File: src/rtl/adaptive_replacement_cache_directory_unit_defines.svh
// Assertion macros for the adaptive replacement cache directory unit.
// Used by the top level only; needs signals named clock and reset in scope.
`ifndef ADAPTIVE_REPLACEMENT_CACHE_DIRECTORY_UNIT_DEFINES_SVH
`define ADAPTIVE_REPLACEMENT_CACHE_DIRECTORY_UNIT_DEFINES_SVH

// Checked property that is ignored while reset is high.
`define ARCD_CHECK(label, prop, msg) \
   label: assert property (@(posedge clock) disable iff (reset) prop) else $error(msg);

// Checked property that also holds during reset.
`define ARCD_CHECK_ALWAYS(label, prop, msg) \
   label: assert property (@(posedge clock) prop) else $error(msg);

`endif

File: src/rtl/arcd_pkg.sv
// Shared types and constants for the adaptive replacement cache directory.
// No dependencies; used by arcd_dir and the top level.
package arcd_pkg;

   localparam int CAPACITY_DEFAULT = 16;
   localparam int TAG_BITS_DEFAULT = 32;
   localparam int REQ_W = 32;
   localparam int RSP_W = 40;

   typedef enum logic [2:0] {
      PL_EMPTY = 3'd0,
      PL_T1    = 3'd1,
      PL_T2    = 3'd2,
      PL_B1    = 3'd3,
      PL_B2    = 3'd4
   } place_type;

   typedef enum logic [2:0] {
      KIND_T1  = 3'd0,
      KIND_T2  = 3'd1,
      KIND_B1  = 3'd2,
      KIND_B2  = 3'd3,
      KIND_NEW = 3'd4
   } kind_type;

   typedef enum logic [1:0] {
      OP_NONE,
      OP_UNLINK,
      OP_LINK
   } dir_op_type;

   typedef struct packed {
      dir_op_type op;
      place_type  pl;
   } dir_cmd_type;

endpackage

File: src/rtl/arcd_div.sv
// Restoring divider that produces one quotient bit per cycle.
// Depends on nothing; used by the top level to scale the adaptive target.
module arcd_div #(
   parameter int W = 6
) (
   input  logic         clock,
   input  logic         reset,
   input  logic         start,
   input  logic [W-1:0] dividend,
   input  logic [W-1:0] divisor,
   output logic         done,
   output logic [W-1:0] quotient
);

   localparam int CW = $clog2(W + 1);

   logic          run_ff;
   logic          done_ff;
   logic [CW-1:0] cnt_ff;
   logic [W:0]    rem_ff;
   logic [W-1:0]  quo_ff;
   logic [W-1:0]  den_ff;
   logic [W:0]    trial;
   logic          fits;

   always_comb begin
      trial = {rem_ff[W-1:0], quo_ff[W-1]};
      fits  = trial >= {1'b0, den_ff};
   end

   always_ff @(posedge clock) begin
      if (reset) begin
         run_ff  <= 1'b0;
         done_ff <= 1'b0;
         cnt_ff  <= '0;
      end else begin
         done_ff <= 1'b0;
         if (start) begin
            run_ff <= 1'b1;
            cnt_ff <= '0;
            rem_ff <= '0;
            quo_ff <= dividend;
            den_ff <= divisor;
         end else if (run_ff) begin
            rem_ff <= fits ? (trial - {1'b0, den_ff}) : trial;
            quo_ff <= {quo_ff[W-2:0], fits};
            cnt_ff <= cnt_ff + 1'b1;
            if (cnt_ff == CW'(W - 1)) begin
               run_ff  <= 1'b0;
               done_ff <= 1'b1;
            end
         end
      end
   end

   assign done     = done_ff;
   assign quotient = quo_ff;

endmodule

File: src/rtl/arcd_dir.sv
// Directory storage: tag and slot memories, and the place and rank cells of every entry.
// Depends on arcd_pkg; driven by the sequencer in the top level.
module arcd_dir #(
   parameter int CAPACITY = arcd_pkg::CAPACITY_DEFAULT,
   parameter int TAG_BITS = arcd_pkg::TAG_BITS_DEFAULT
) (
   input  logic                                clock,
   input  logic                                reset,
   input  arcd_pkg::dir_cmd_type               cmd,
   input  logic [$clog2(2*CAPACITY)-1:0]       cmd_idx,
   input  logic                                tag_we,
   input  logic [TAG_BITS-1:0]                 tag_wdata,
   input  logic                                slot_we,
   input  logic [$clog2(CAPACITY)-1:0]         slot_wdata,
   input  logic [$clog2(2*CAPACITY)-1:0]       rd_addr,
   output logic [TAG_BITS-1:0]                 tag_q,
   output logic [$clog2(CAPACITY)-1:0]         slot_q,
   input  logic [$clog2(2*CAPACITY)-1:0]       look_idx,
   output arcd_pkg::place_type                 look_place,
   output logic [$clog2(2*CAPACITY)-1:0]       look_rank,
   output logic [$clog2(2*CAPACITY+1)-1:0]     len_t1,
   output logic [$clog2(2*CAPACITY+1)-1:0]     len_t2,
   output logic [$clog2(2*CAPACITY+1)-1:0]     len_b1,
   output logic [$clog2(2*CAPACITY+1)-1:0]     len_b2
);

   localparam int DIR = 2 * CAPACITY;
   localparam int DW  = $clog2(DIR);
   localparam int LW  = $clog2(DIR + 1);
   localparam int SW  = $clog2(CAPACITY);

   logic [TAG_BITS-1:0] tag_mem_ff [DIR];
   logic [SW-1:0]       slot_mem_ff [DIR];
   logic [TAG_BITS-1:0] tag_q_ff;
   logic [SW-1:0]       slot_q_ff;

   arcd_pkg::place_type place_ff [DIR];
   arcd_pkg::place_type place_in [DIR];
   logic [DW-1:0]       rank_ff [DIR];
   logic [DW-1:0]       rank_in [DIR];
   logic [LW-1:0]       len_ff [5];
   logic [LW-1:0]       len_in [5];
   arcd_pkg::place_type sel_pl;
   logic [DW-1:0]       sel_rank;

   always_ff @(posedge clock) begin
      if (tag_we) begin
         tag_mem_ff[cmd_idx] <= tag_wdata;
      end
      if (slot_we) begin
         slot_mem_ff[cmd_idx] <= slot_wdata;
      end
      tag_q_ff  <= tag_mem_ff[rd_addr];
      slot_q_ff <= slot_mem_ff[rd_addr];
   end

   always_comb begin
      sel_pl   = place_ff[cmd_idx];
      sel_rank = rank_ff[cmd_idx];
      place_in = place_ff;
      rank_in  = rank_ff;
      len_in   = len_ff;
      unique case (cmd.op)
         arcd_pkg::OP_UNLINK: begin
            if (sel_pl != arcd_pkg::PL_EMPTY) begin
               for (int i = 0; i < DIR; i++) begin
                  if (DW'(i) != cmd_idx && place_ff[i] == sel_pl && rank_ff[i] > sel_rank) begin
                     rank_in[i] = rank_ff[i] - 1'b1;
                  end
               end
               if (len_ff[sel_pl] != '0) begin
                  len_in[sel_pl] = len_ff[sel_pl] - 1'b1;
               end
               place_in[cmd_idx] = arcd_pkg::PL_EMPTY;
               rank_in[cmd_idx]  = '0;
            end
         end
         arcd_pkg::OP_LINK: begin
            for (int i = 0; i < DIR; i++) begin
               if (place_ff[i] == cmd.pl) begin
                  rank_in[i] = rank_ff[i] + 1'b1;
               end
            end
            place_in[cmd_idx] = cmd.pl;
            rank_in[cmd_idx]  = '0;
            len_in[cmd.pl]    = len_ff[cmd.pl] + 1'b1;
         end
         default: begin
         end
      endcase
   end

   always_ff @(posedge clock) begin
      if (reset) begin
         for (int i = 0; i < DIR; i++) begin
            place_ff[i] <= arcd_pkg::PL_EMPTY;
            rank_ff[i]  <= '0;
         end
         for (int k = 0; k < 5; k++) begin
            len_ff[k] <= '0;
         end
      end else begin
         place_ff <= place_in;
         rank_ff  <= rank_in;
         len_ff   <= len_in;
      end
   end

   assign tag_q      = tag_q_ff;
   assign slot_q     = slot_q_ff;
   assign look_place = place_ff[look_idx];
   assign look_rank  = rank_ff[look_idx];
   assign len_t1     = len_ff[arcd_pkg::PL_T1];
   assign len_t2     = len_ff[arcd_pkg::PL_T2];
   assign len_b1     = len_ff[arcd_pkg::PL_B1];
   assign len_b2     = len_ff[arcd_pkg::PL_B2];

endmodule

File: src/rtl/adaptive_replacement_cache_directory_unit.sv
// Adaptive replacement cache directory: request sequencer, slot map and hit counter.
// Depends on arcd_pkg, arcd_dir, arcd_div and the defines header.
//
// Each beat on the req_ channel carries one page number. The unit classifies it
// against the resident lists T1 and T2 and the ghost lists B1 and B2, updates the
// lists, the adaptive target and the slot map, and returns one beat on the rsp_
// channel with the hit kind, the slot now holding the page and the hit count.
// One request is handled at a time; req_tready is high only while the sequencer
// is idle. A request costs one sweep of the 2*CAPACITY directory entries (one
// entry per cycle through the tag memory read port), then the list updates, and
// for a miss a second sweep; ghost hits may also run the divider, and misses and
// ghost hits add a search for a free slot among the CAPACITY slots.
// A finished result waits in the output register; the next request is taken
// meanwhile, and the sequencer holds its result only if the previous one is
// still stalled by rsp_tready. Reset empties all lists and frees every slot.
module adaptive_replacement_cache_directory_unit #(
   parameter int CAPACITY = arcd_pkg::CAPACITY_DEFAULT,
   parameter int TAG_BITS = arcd_pkg::TAG_BITS_DEFAULT
) (
   input  logic                       clock,
   input  logic                       reset,
   input  logic                       req_tvalid,
   output logic                       req_tready,
   input  logic [arcd_pkg::REQ_W-1:0] req_tdata,   // [31:0] page_number
   output logic                       rsp_tvalid,
   input  logic                       rsp_tready,
   output logic [arcd_pkg::RSP_W-1:0] rsp_tdata    // [2:0] hit_kind, [6:3] slot_index,
                                                   // [38:7] hit_total
);

   `include "adaptive_replacement_cache_directory_unit_defines.svh"

   localparam int DIR = 2 * CAPACITY;
   localparam int DW  = $clog2(DIR);
   localparam int LW  = $clog2(DIR + 1);
   localparam int SW  = $clog2(CAPACITY);
   localparam int PW  = $clog2(CAPACITY + 1);

   typedef enum logic [3:0] {
      S_IDLE, S_SCAN, S_DECIDE, S_DIV, S_ADJP, S_DROP, S_REPL, S_REPL_LINK,
      S_FREE, S_E_UNLINK, S_E_LINK, S_TAKE, S_FINISH
   } state_type;

   typedef enum logic [1:0] {P_HIT, P_GHOST, P_NEW} path_type;

   state_type           state_ff;
   path_type            path_ff;
   logic                pass2_ff;
   logic [TAG_BITS-1:0] tag_ff;
   logic [DW:0]         sc_ff;
   logic                look_vld_ff;
   logic [DW-1:0]       look_idx_ff;
   logic                match_ff;
   arcd_pkg::place_type match_pl_ff;
   logic [SW-1:0]       match_slot_ff;
   logic [DW-1:0]       e_ff;
   logic                emp_ok_ff;
   logic [DW-1:0]       emp_ff;
   logic                lru_ok_ff [5];
   logic [DW-1:0]       lru_idx_ff [5];
   logic [DW-1:0]       lru_rank_ff [5];
   logic [SW-1:0]       lru_slot_ff [5];
   logic [SW-1:0]       zero_slot_ff;
   arcd_pkg::kind_type  kind_ff;
   arcd_pkg::place_type drop_pl_ff;
   arcd_pkg::place_type link_pl_ff;
   logic                repl_ff;
   logic                in_b2_ff;
   logic [DW-1:0]       vict_ff;
   arcd_pkg::place_type vict_dest_ff;
   logic [LW-1:0]       delta_ff;
   logic [PW-1:0]       p_ff;
   logic                slot_busy_ff [CAPACITY];
   logic [SW-1:0]       sp_ff;
   logic [SW-1:0]       slot_ff;
   logic [31:0]         hit_count_ff;
   logic                rsp_valid_ff;
   logic [arcd_pkg::RSP_W-1:0] rsp_data_ff;

   arcd_pkg::dir_cmd_type cmd;
   logic [DW-1:0]       cmd_idx;
   logic                tag_we;
   logic                slot_we;
   logic [TAG_BITS-1:0] tag_q;
   logic [SW-1:0]       slot_q;
   arcd_pkg::place_type look_place;
   logic [DW-1:0]       look_rank;
   logic [LW-1:0]       len_t1, len_t2, len_b1, len_b2;

   logic                div_start;
   logic                div_done;
   logic [LW-1:0]       div_n, div_d, div_q;

   logic [63:0]         page_wide;
   logic [TAG_BITS-1:0] req_tag;
   logic                use_t1;
   arcd_pkg::place_type vic_first, vic_second, vic_pl;
   logic                vic_ok;
   logic [LW+1:0]       l1, l2, l12;
   logic [LW:0]         psum;
   logic [SW+3:0]       slot_wide;
   logic                accept;

   assign accept     = req_tvalid && req_tready;
   assign req_tready = state_ff == S_IDLE;
   assign page_wide  = {32'b0, req_tdata};
   assign req_tag    = page_wide[TAG_BITS-1:0];

   arcd_dir #(.CAPACITY(CAPACITY), .TAG_BITS(TAG_BITS)) u_dir (
      .clock      (clock),
      .reset      (reset),
      .cmd        (cmd),
      .cmd_idx    (cmd_idx),
      .tag_we     (tag_we),
      .tag_wdata  (tag_ff),
      .slot_we    (slot_we),
      .slot_wdata (slot_ff),
      .rd_addr    (sc_ff[DW-1:0]),
      .tag_q      (tag_q),
      .slot_q     (slot_q),
      .look_idx   (look_idx_ff),
      .look_place (look_place),
      .look_rank  (look_rank),
      .len_t1     (len_t1),
      .len_t2     (len_t2),
      .len_b1     (len_b1),
      .len_b2     (len_b2)
   );

   arcd_div #(.W(LW)) u_div (
      .clock    (clock),
      .reset    (reset),
      .start    (div_start),
      .dividend (div_n),
      .divisor  (div_d),
      .done     (div_done),
      .quotient (div_q)
   );

   always_comb begin
      div_n     = (match_pl_ff == arcd_pkg::PL_B1) ? len_b2 : len_b1;
      div_d     = (match_pl_ff == arcd_pkg::PL_B1) ? len_b1 : len_b2;
      div_start = state_ff == S_DECIDE && match_ff && div_d != '0 &&
                  (match_pl_ff == arcd_pkg::PL_B1 || match_pl_ff == arcd_pkg::PL_B2);

      use_t1 = len_t1 != '0 &&
               ((in_b2_ff && len_t1 == LW'(p_ff)) || len_t1 > LW'(p_ff));
      vic_first  = use_t1 ? arcd_pkg::PL_T1 : arcd_pkg::PL_T2;
      vic_second = use_t1 ? arcd_pkg::PL_T2 : arcd_pkg::PL_T1;
      vic_ok     = lru_ok_ff[vic_first] || lru_ok_ff[vic_second];
      vic_pl     = lru_ok_ff[vic_first] ? vic_first : vic_second;

      l1   = (LW+2)'(len_b1) + (LW+2)'(len_t1);
      l2   = (LW+2)'(len_b2) + (LW+2)'(len_t2);
      l12  = l1 + l2;
      psum = (LW+1)'(p_ff) + (LW+1)'(delta_ff);
      slot_wide = {4'b0, slot_ff};

      cmd.op  = arcd_pkg::OP_NONE;
      cmd.pl  = arcd_pkg::PL_EMPTY;
      cmd_idx = e_ff;
      tag_we  = 1'b0;
      slot_we = 1'b0;
      unique case (state_ff)
         S_DROP: begin
            cmd_idx = lru_idx_ff[drop_pl_ff];
            if (lru_ok_ff[drop_pl_ff]) begin
               cmd.op = arcd_pkg::OP_UNLINK;
            end
         end
         S_REPL: begin
            cmd_idx = lru_idx_ff[vic_pl];
            if (vic_ok) begin
               cmd.op = arcd_pkg::OP_UNLINK;
            end
         end
         S_REPL_LINK: begin
            cmd_idx = vict_ff;
            cmd.op  = arcd_pkg::OP_LINK;
            cmd.pl  = vict_dest_ff;
         end
         S_E_UNLINK: begin
            cmd.op = arcd_pkg::OP_UNLINK;
         end
         S_E_LINK: begin
            cmd.op = arcd_pkg::OP_LINK;
            cmd.pl = link_pl_ff;
            tag_we = path_ff == P_NEW;
         end
         S_FINISH: begin
            slot_we = path_ff != P_HIT;
         end
         default: begin
         end
      endcase
   end

   always_ff @(posedge clock) begin
      if (reset) begin
         state_ff     <= S_IDLE;
         p_ff         <= '0;
         hit_count_ff <= '0;
         rsp_valid_ff <= 1'b0;
         look_vld_ff  <= 1'b0;
         for (int s = 0; s < CAPACITY; s++) begin
            slot_busy_ff[s] <= 1'b0;
         end
      end else begin
         if (rsp_valid_ff && rsp_tready && state_ff != S_FINISH) begin
            rsp_valid_ff <= 1'b0;
         end
         unique case (state_ff)
            S_IDLE: begin
               if (accept) begin
                  tag_ff      <= req_tag;
                  pass2_ff    <= 1'b0;
                  sc_ff       <= '0;
                  look_vld_ff <= 1'b0;
                  state_ff    <= S_SCAN;
               end
            end
            S_SCAN: begin
               look_vld_ff <= sc_ff < (DW+1)'(DIR);
               look_idx_ff <= sc_ff[DW-1:0];
               if (sc_ff < (DW+1)'(DIR)) begin
                  sc_ff <= sc_ff + 1'b1;
               end
               if (sc_ff == '0) begin
                  match_ff  <= 1'b0;
                  emp_ok_ff <= 1'b0;
                  for (int k = 0; k < 5; k++) begin
                     lru_ok_ff[k] <= 1'b0;
                  end
               end
               if (look_vld_ff) begin
                  if (!match_ff && look_place != arcd_pkg::PL_EMPTY && tag_q == tag_ff) begin
                     match_ff      <= 1'b1;
                     e_ff          <= look_idx_ff;
                     match_pl_ff   <= look_place;
                     match_slot_ff <= slot_q;
                  end
                  if (!emp_ok_ff && look_place == arcd_pkg::PL_EMPTY) begin
                     emp_ok_ff <= 1'b1;
                     emp_ff    <= look_idx_ff;
                  end
                  if (look_place != arcd_pkg::PL_EMPTY &&
                      (!lru_ok_ff[look_place] || look_rank > lru_rank_ff[look_place])) begin
                     lru_ok_ff[look_place]   <= 1'b1;
                     lru_idx_ff[look_place]  <= look_idx_ff;
                     lru_rank_ff[look_place] <= look_rank;
                     lru_slot_ff[look_place] <= slot_q;
                  end
                  if (look_idx_ff == '0) begin
                     zero_slot_ff <= slot_q;
                  end
               end
               if (sc_ff == (DW+1)'(DIR)) begin
                  state_ff <= pass2_ff ? S_FREE : S_DECIDE;
               end
            end
            S_DECIDE: begin
               if (match_ff && (match_pl_ff == arcd_pkg::PL_T1 ||
                                match_pl_ff == arcd_pkg::PL_T2)) begin
                  path_ff       <= P_HIT;
                  kind_ff       <= (match_pl_ff == arcd_pkg::PL_T1) ?
                                   arcd_pkg::KIND_T1 : arcd_pkg::KIND_T2;
                  slot_ff       <= match_slot_ff;
                  link_pl_ff    <= arcd_pkg::PL_T2;
                  if (hit_count_ff != 32'hFFFF_FFFF) begin
                     hit_count_ff <= hit_count_ff + 1'b1;
                  end
                  state_ff      <= S_E_UNLINK;
               end else if (match_ff) begin
                  path_ff    <= P_GHOST;
                  kind_ff    <= (match_pl_ff == arcd_pkg::PL_B1) ?
                                arcd_pkg::KIND_B1 : arcd_pkg::KIND_B2;
                  in_b2_ff   <= match_pl_ff == arcd_pkg::PL_B2;
                  link_pl_ff <= arcd_pkg::PL_T2;
                  if (div_d == '0) begin
                     delta_ff <= LW'(1);
                     state_ff <= S_ADJP;
                  end else begin
                     state_ff <= S_DIV;
                  end
               end else begin
                  path_ff    <= P_NEW;
                  kind_ff    <= arcd_pkg::KIND_NEW;
                  link_pl_ff <= arcd_pkg::PL_T1;
                  in_b2_ff   <= 1'b0;
                  pass2_ff   <= 1'b1;
                  sc_ff      <= '0;
                  look_vld_ff <= 1'b0;
                  if (l1 == (LW+2)'(CAPACITY)) begin
                     if (len_t1 < LW'(CAPACITY)) begin
                        drop_pl_ff <= arcd_pkg::PL_B1;
                        repl_ff    <= 1'b1;
                     end else begin
                        drop_pl_ff <= arcd_pkg::PL_T1;
                        repl_ff    <= 1'b0;
                     end
                     state_ff <= S_DROP;
                  end else if (l1 < (LW+2)'(CAPACITY) && l12 >= (LW+2)'(CAPACITY)) begin
                     repl_ff <= 1'b1;
                     if (l12 == (LW+2)'(DIR)) begin
                        drop_pl_ff <= arcd_pkg::PL_B2;
                        state_ff   <= S_DROP;
                     end else begin
                        state_ff <= S_REPL;
                     end
                  end else begin
                     state_ff <= S_SCAN;
                  end
               end
            end
            S_DIV: begin
               if (div_done) begin
                  delta_ff <= (div_q == '0) ? LW'(1) : div_q;
                  state_ff <= S_ADJP;
               end
            end
            S_ADJP: begin
               if (!in_b2_ff) begin
                  p_ff <= (psum > (LW+1)'(CAPACITY)) ? PW'(CAPACITY) : PW'(psum);
               end else begin
                  p_ff <= (LW'(p_ff) > delta_ff) ? PW'(LW'(p_ff) - delta_ff) : '0;
               end
               repl_ff  <= 1'b1;
               state_ff <= S_REPL;
            end
            S_DROP: begin
               if (lru_ok_ff[drop_pl_ff] && drop_pl_ff == arcd_pkg::PL_T1) begin
                  slot_busy_ff[lru_slot_ff[drop_pl_ff]] <= 1'b0;
               end
               state_ff <= repl_ff ? S_REPL : S_SCAN;
            end
            S_REPL: begin
               if (vic_ok) begin
                  slot_busy_ff[lru_slot_ff[vic_pl]] <= 1'b0;
                  vict_ff      <= lru_idx_ff[vic_pl];
                  vict_dest_ff <= (vic_pl == arcd_pkg::PL_T1) ?
                                  arcd_pkg::PL_B1 : arcd_pkg::PL_B2;
                  state_ff     <= S_REPL_LINK;
               end else begin
                  state_ff <= (path_ff == P_NEW) ? S_SCAN : S_E_UNLINK;
               end
            end
            S_REPL_LINK: begin
               state_ff <= (path_ff == P_NEW) ? S_SCAN : S_E_UNLINK;
            end
            S_FREE: begin
               if (emp_ok_ff) begin
                  e_ff <= emp_ff;
               end else if (lru_ok_ff[arcd_pkg::PL_B2]) begin
                  e_ff <= lru_idx_ff[arcd_pkg::PL_B2];
               end else if (lru_ok_ff[arcd_pkg::PL_B1]) begin
                  e_ff <= lru_idx_ff[arcd_pkg::PL_B1];
               end else begin
                  e_ff <= '0;
                  slot_busy_ff[zero_slot_ff] <= 1'b0;
               end
               state_ff <= S_E_UNLINK;
            end
            S_E_UNLINK: begin
               state_ff <= S_E_LINK;
            end
            S_E_LINK: begin
               sp_ff    <= '0;
               state_ff <= (path_ff == P_HIT) ? S_FINISH : S_TAKE;
            end
            S_TAKE: begin
               if (!slot_busy_ff[sp_ff]) begin
                  slot_busy_ff[sp_ff] <= 1'b1;
                  slot_ff  <= sp_ff;
                  state_ff <= S_FINISH;
               end else if (sp_ff == SW'(CAPACITY - 1)) begin
                  slot_busy_ff[0] <= 1'b1;
                  slot_ff  <= '0;
                  state_ff <= S_FINISH;
               end else begin
                  sp_ff <= sp_ff + 1'b1;
               end
            end
            S_FINISH: begin
               if (!rsp_valid_ff || rsp_tready) begin
                  rsp_valid_ff <= 1'b1;
                  rsp_data_ff  <= {1'b0, hit_count_ff, slot_wide[3:0], kind_ff};
                  state_ff     <= S_IDLE;
               end
            end
            default: begin
               state_ff <= S_IDLE;
            end
         endcase
      end
   end

   assign rsp_tvalid = rsp_valid_ff;
   assign rsp_tdata  = rsp_data_ff;

   `ARCD_CHECK(a_target_range, (p_ff <= PW'(CAPACITY)), "adaptive target above capacity")
   `ARCD_CHECK(a_take_marks_busy, (state_ff == S_TAKE && !slot_busy_ff[sp_ff]) |=> slot_busy_ff[$past(sp_ff)], "taken slot not marked busy")
   `ARCD_CHECK(a_rsp_from_finish, $rose(rsp_valid_ff) |-> $past(state_ff) == S_FINISH, "response beat raised outside finish")

endmodule
File: config.mk
export PLATFORM = sky130hd
export DESIGN_NAME = adaptive_replacement_cache_directory_unit
export DESIGN_NICKNAME = d
export VERILOG_FILES = /design/src/rtl/arcd_pkg.sv /design/src/rtl/arcd_div.sv /design/src/rtl/arcd_dir.sv /design/src/rtl/adaptive_replacement_cache_directory_unit.sv
export VERILOG_INCLUDE_DIRS = /design/src /design/src/rtl
export SDC_FILE = /design/constraint.sdc
export NUM_CORES = 2
export LEC_CHECK = 0
export BUFFER_PORTS_ARGS = -buffer_cell sky130_fd_sc_hd__buf_2
export CORE_MARGIN = 3
export CORE_UTILIZATION = 25
export DETAILED_ROUTE_END_ITERATION = 6
export PLACE_DENSITY = 0.49
export SYNTH_ARGS = -nofsm -noshare
export SYNTH_HDL_FRONTEND = slang
export SYNTH_SLANG_ARGS = --single-unit
File: constraint.sdc
create_clock -name clock -period 15.7 [get_ports clock]
set_clock_uncertainty 0.05 [all_clocks]
set_input_delay 3.925 -clock clock [delete_from_list [all_inputs] [get_ports clock]]
set_output_delay 3.925 -clock clock [all_outputs]
set_load 0.02 [all_outputs]
==> run metrics <==
status=finished with violations; violated checks=design-rule violations; die width=587.9 um; FFs w/ async S/R, synth=0%; Worst Path Required=16.38 ns; sequential area share after synthesis=58.41%; Synth Instances=6252; Routed Antenna Nets=0; DRC Markers=4; WL per Instance=23.92 um; Nets=6655; power share of the combinational group=23.6%; Worst Setup Start Kind=flop; via count=55066; io pins=78; fin util=28.80%; TritonCTS clock tree=built; worst skew pair latency=0.90 ns; Hold EP=rsp_tdata[0]; Buffers & Inverters on Critical Path=4; Post-CTS Setup Inserts=0; RSZ-0062 raised after global routing=false; reg2reg setup slack=7.09 ns; synthesized area=84640 sq um; WL final=263200 um; Post-synth EDFFs=1391; first-pass GRT wire length=382500 um; die area=345600 sq um; Top FF cell, synth=edfxtp_1; count of cells along the worst hold path=0; Synthesis Warnings=0; post-synth cell types=100; FF+latch count, synth=1774; final setup fails=0; Worst-path clk slew=0.06 ns; r2r startpoint=u_dir.len_t1[4]; R2R cell count=25; Placed Cells incl. Taps=10654; die height=587.9 um; hpwl dp=154400 um; Compound-Gate Fraction of Synth Area=8.145%; CTS Buffer Depth=4; slowest stage delay, CP=0.89 ns; Static Leak=32.11 nW; PwrDens=134.2 nW/um^2; total grt overflow=0; Sw Pwr=3.948 mW; Final Instance Count excl. Fillers=11005; Critical Path End Type=flop; Final Cycle Share=54.83%; syn avg cell area=13.54 sq um; CTS buffer count=195; placer congestion estimate=0.8847; fin. max-slew vios=0; DR pass1 iterations=7; number of H-tree levels=4; final hold violation count=0; Post-CTS Resized=0; total track usage=14.74%; initial core utilization=25.13%; Via density=5.004; Adder-Cell Fraction of Synth Area=4.281%; maximum vdd ir drop=94.40 uV; largest net degree at the start of global routing=132; Worst Tran Pin Value=1.198 ns; most used cell along the critical path=buf_4; slowest stage cell, crit path=nor2_2; layout cell share with drive strength beyond 1=17.06%; switching portion of total power=30.33%; CTS hold repair buffers=0; crit-path leading delay family=simple AND/OR/NAND/NOR gates; initial antenna violation count=2; Worst R2R End=u_dir.len_ff[27]; DR iter-0 viols=5673; post-route minimum period=8.608 ns; fmax=116.2 MHz; max cap viols=0; vias in the first global route=54543; mux contribution to synthesized area=13.89%; Max-slew headroom=19.67%; fraction of the mapped netlist area in simple logic gates=9.186%; Pint=9.070 mW; Core ar.=336900 sq um; worst-path maximum fanout=71; critical path class=reg -> reg; CTS Root Cell=clkbuf_16; clock network power share=34.7%; row cnt=213; hold path start=kind_ff[0]; P&R area growth vs syn=14.61%; Final TNS setup=0 ns; CTS sink count=1774; Worst Hold Class=reg -> reg; main combinational cell family by area after synthesis=multiplexers; IO buf count=76; Seq pwr share=41.7%; xor and xnor area share after synthesis=3.674%; crit path DAT=9.29 ns
synth_stat cells (22+ instances only):
library cell / count / area share, %
o211ai_1: 57 / 0.51
and3_1: 86 / 0.64
nand2_1: 473 / 2.1
a311oi_1: 34 / 0.35
inv_1: 178 / 0.79
mux4_2: 436 / 12
a21oi_1: 272 / 1.6
xor2_1: 114 / 1.2
mux2i_1: 122 / 1.4
nor2b_1: 48 / 0.35
mux2_2: 55 / 0.73
o21ai_0: 259 / 1.5
o21a_1: 45 / 0.40
nor2_1: 451 / 2.0
a31oi_1: 82 / 0.61
a22oi_1: 22 / 0.20
a221oi_1: 41 / 0.42
nand3_1: 175 / 1.0
buf_2: 25 / 0.15
xnor2_1: 241 / 2.5
nor3_1: 138 / 0.82
nand2b_1: 55 / 0.41
buf_1: 79 / 0.35
nor4_1: 50 / 0.37
a211oi_1: 36 / 0.32
clkbuf_1: 207 / 0.92
dfxtp_1: 383 / 9.1
or3_1: 67 / 0.50
edfxtp_1: 1391 / 49
o22a_1: 63 / 0.65
o21ai_1: 29 / 0.17
ha_1: 272 / 4.0
worst max path at each step:
stage | startpoint | end | depth (start not counted)
after floorplan | p_ff[3] | u_dir.rank_ff[54] | 23
after global placement | p_ff[1] | u_dir.len_ff[25] | 26
after detailed placement | u_dir.len_t1[4] | u_dir.len_ff[27] | 25
after CTS | u_dir.len_t1[4] | u_dir.len_ff[27] | 25
after global routing | u_dir.len_t1[4] | u_dir.len_ff[27] | 25
final | u_dir.len_t1[4] | u_dir.len_ff[27] | 25
cells by family after synthesis:
logic type / after synthesis
flops: 1774
other cells: 1
fa+ha+maj: 283
compound gates: 1067
mux: 619
buf+inv: 510
simple gates: 1643
xor+xnor: 355
registers in the layout, indices dropped and copies added, names as in the netlist, 8 cells and up, named ones only:
signal	count
u_dir.tag_mem_ff	1024
u_dir.rank_ff	160
u_dir.slot_mem_ff	128
u_dir.place_ff	96
rsp_tdata	39
hit_count_ff	32
tag_ff	32
u_dir.tag_q	32
lru_idx_ff	25
lru_rank_ff	25
lru_slot_ff	20
slot_busy_ff	16
lru_ok_ff	8
layer usage:
metal | vias up | share of wire, % | global-route usage [%]
li1 | 24184 | - | -
met5 | - | 0 | 0
met3 | 423 | 6.7 | 2.574
met2 | 1939 | 47 | 23.81
met1 | 28520 | 43 | 20.15
met4 | 0 | 3.1 | 4.427
area by class of cell:
cell class	instances	area [sq um]
Clock buffer	266	5420
Fill cell	33980	239900
Antenna cell	2	5.005
Timing Repair Buffer	201	1400
Tap cell	4515	5649
Inverter	182	685.7
Multi-Input combinational cell	3982	33610
Clock inverter	83	790.8
Sequential cell	1774	49440
per-stage QoR:
stage	total power [mW]	hold WS (ns)	cell area (sq um)	setup WS, ns
3_3_place_gp	8.543	0.3632	90780	7.188
6_report	13.02	0.3694	97000	7.092
4_1_cts	13.14	0.3734	97000	7.011
3_5_place_dp	8.592	0.3563	90780	7.048
5_1_grt	13.59	0.3984	97000	6.370
2_1_floorplan	7.600	0.3503	84690	7.895
placed cells by master (no fill, tap or decap), types with 75 or more instances in the layout:
cell	instances
a21oi_1	268
a31oi_1	80
and3_1	85
buf_2	75
buf_4	119
clkbuf_16	198
dfxtp_1	383
edfxtp_1	1391
ha_1	271
inv_1	177
mux2i_1	122
mux4_2	436
nand2_1	473
nand3_1	175
nor2_1	420
nor3_1	129
o21ai_0	259
xnor2_1	241
xor2_1	114
power groups by stage:
stage | Sequential [mW] | Clock [mW] | Combinational (mW)
finish | 5.43 | 4.52 | 3.07
global route | 5.44 | 4.81 | 3.33
detailed placement | 5.52 | 0 | 3.07
CTS | 5.42 | 4.63 | 3.08
global placement | 5.52 | 0 | 3.03
floorplan | 5.46 | 0 | 2.14
Power figures use the tool's default switching activity.
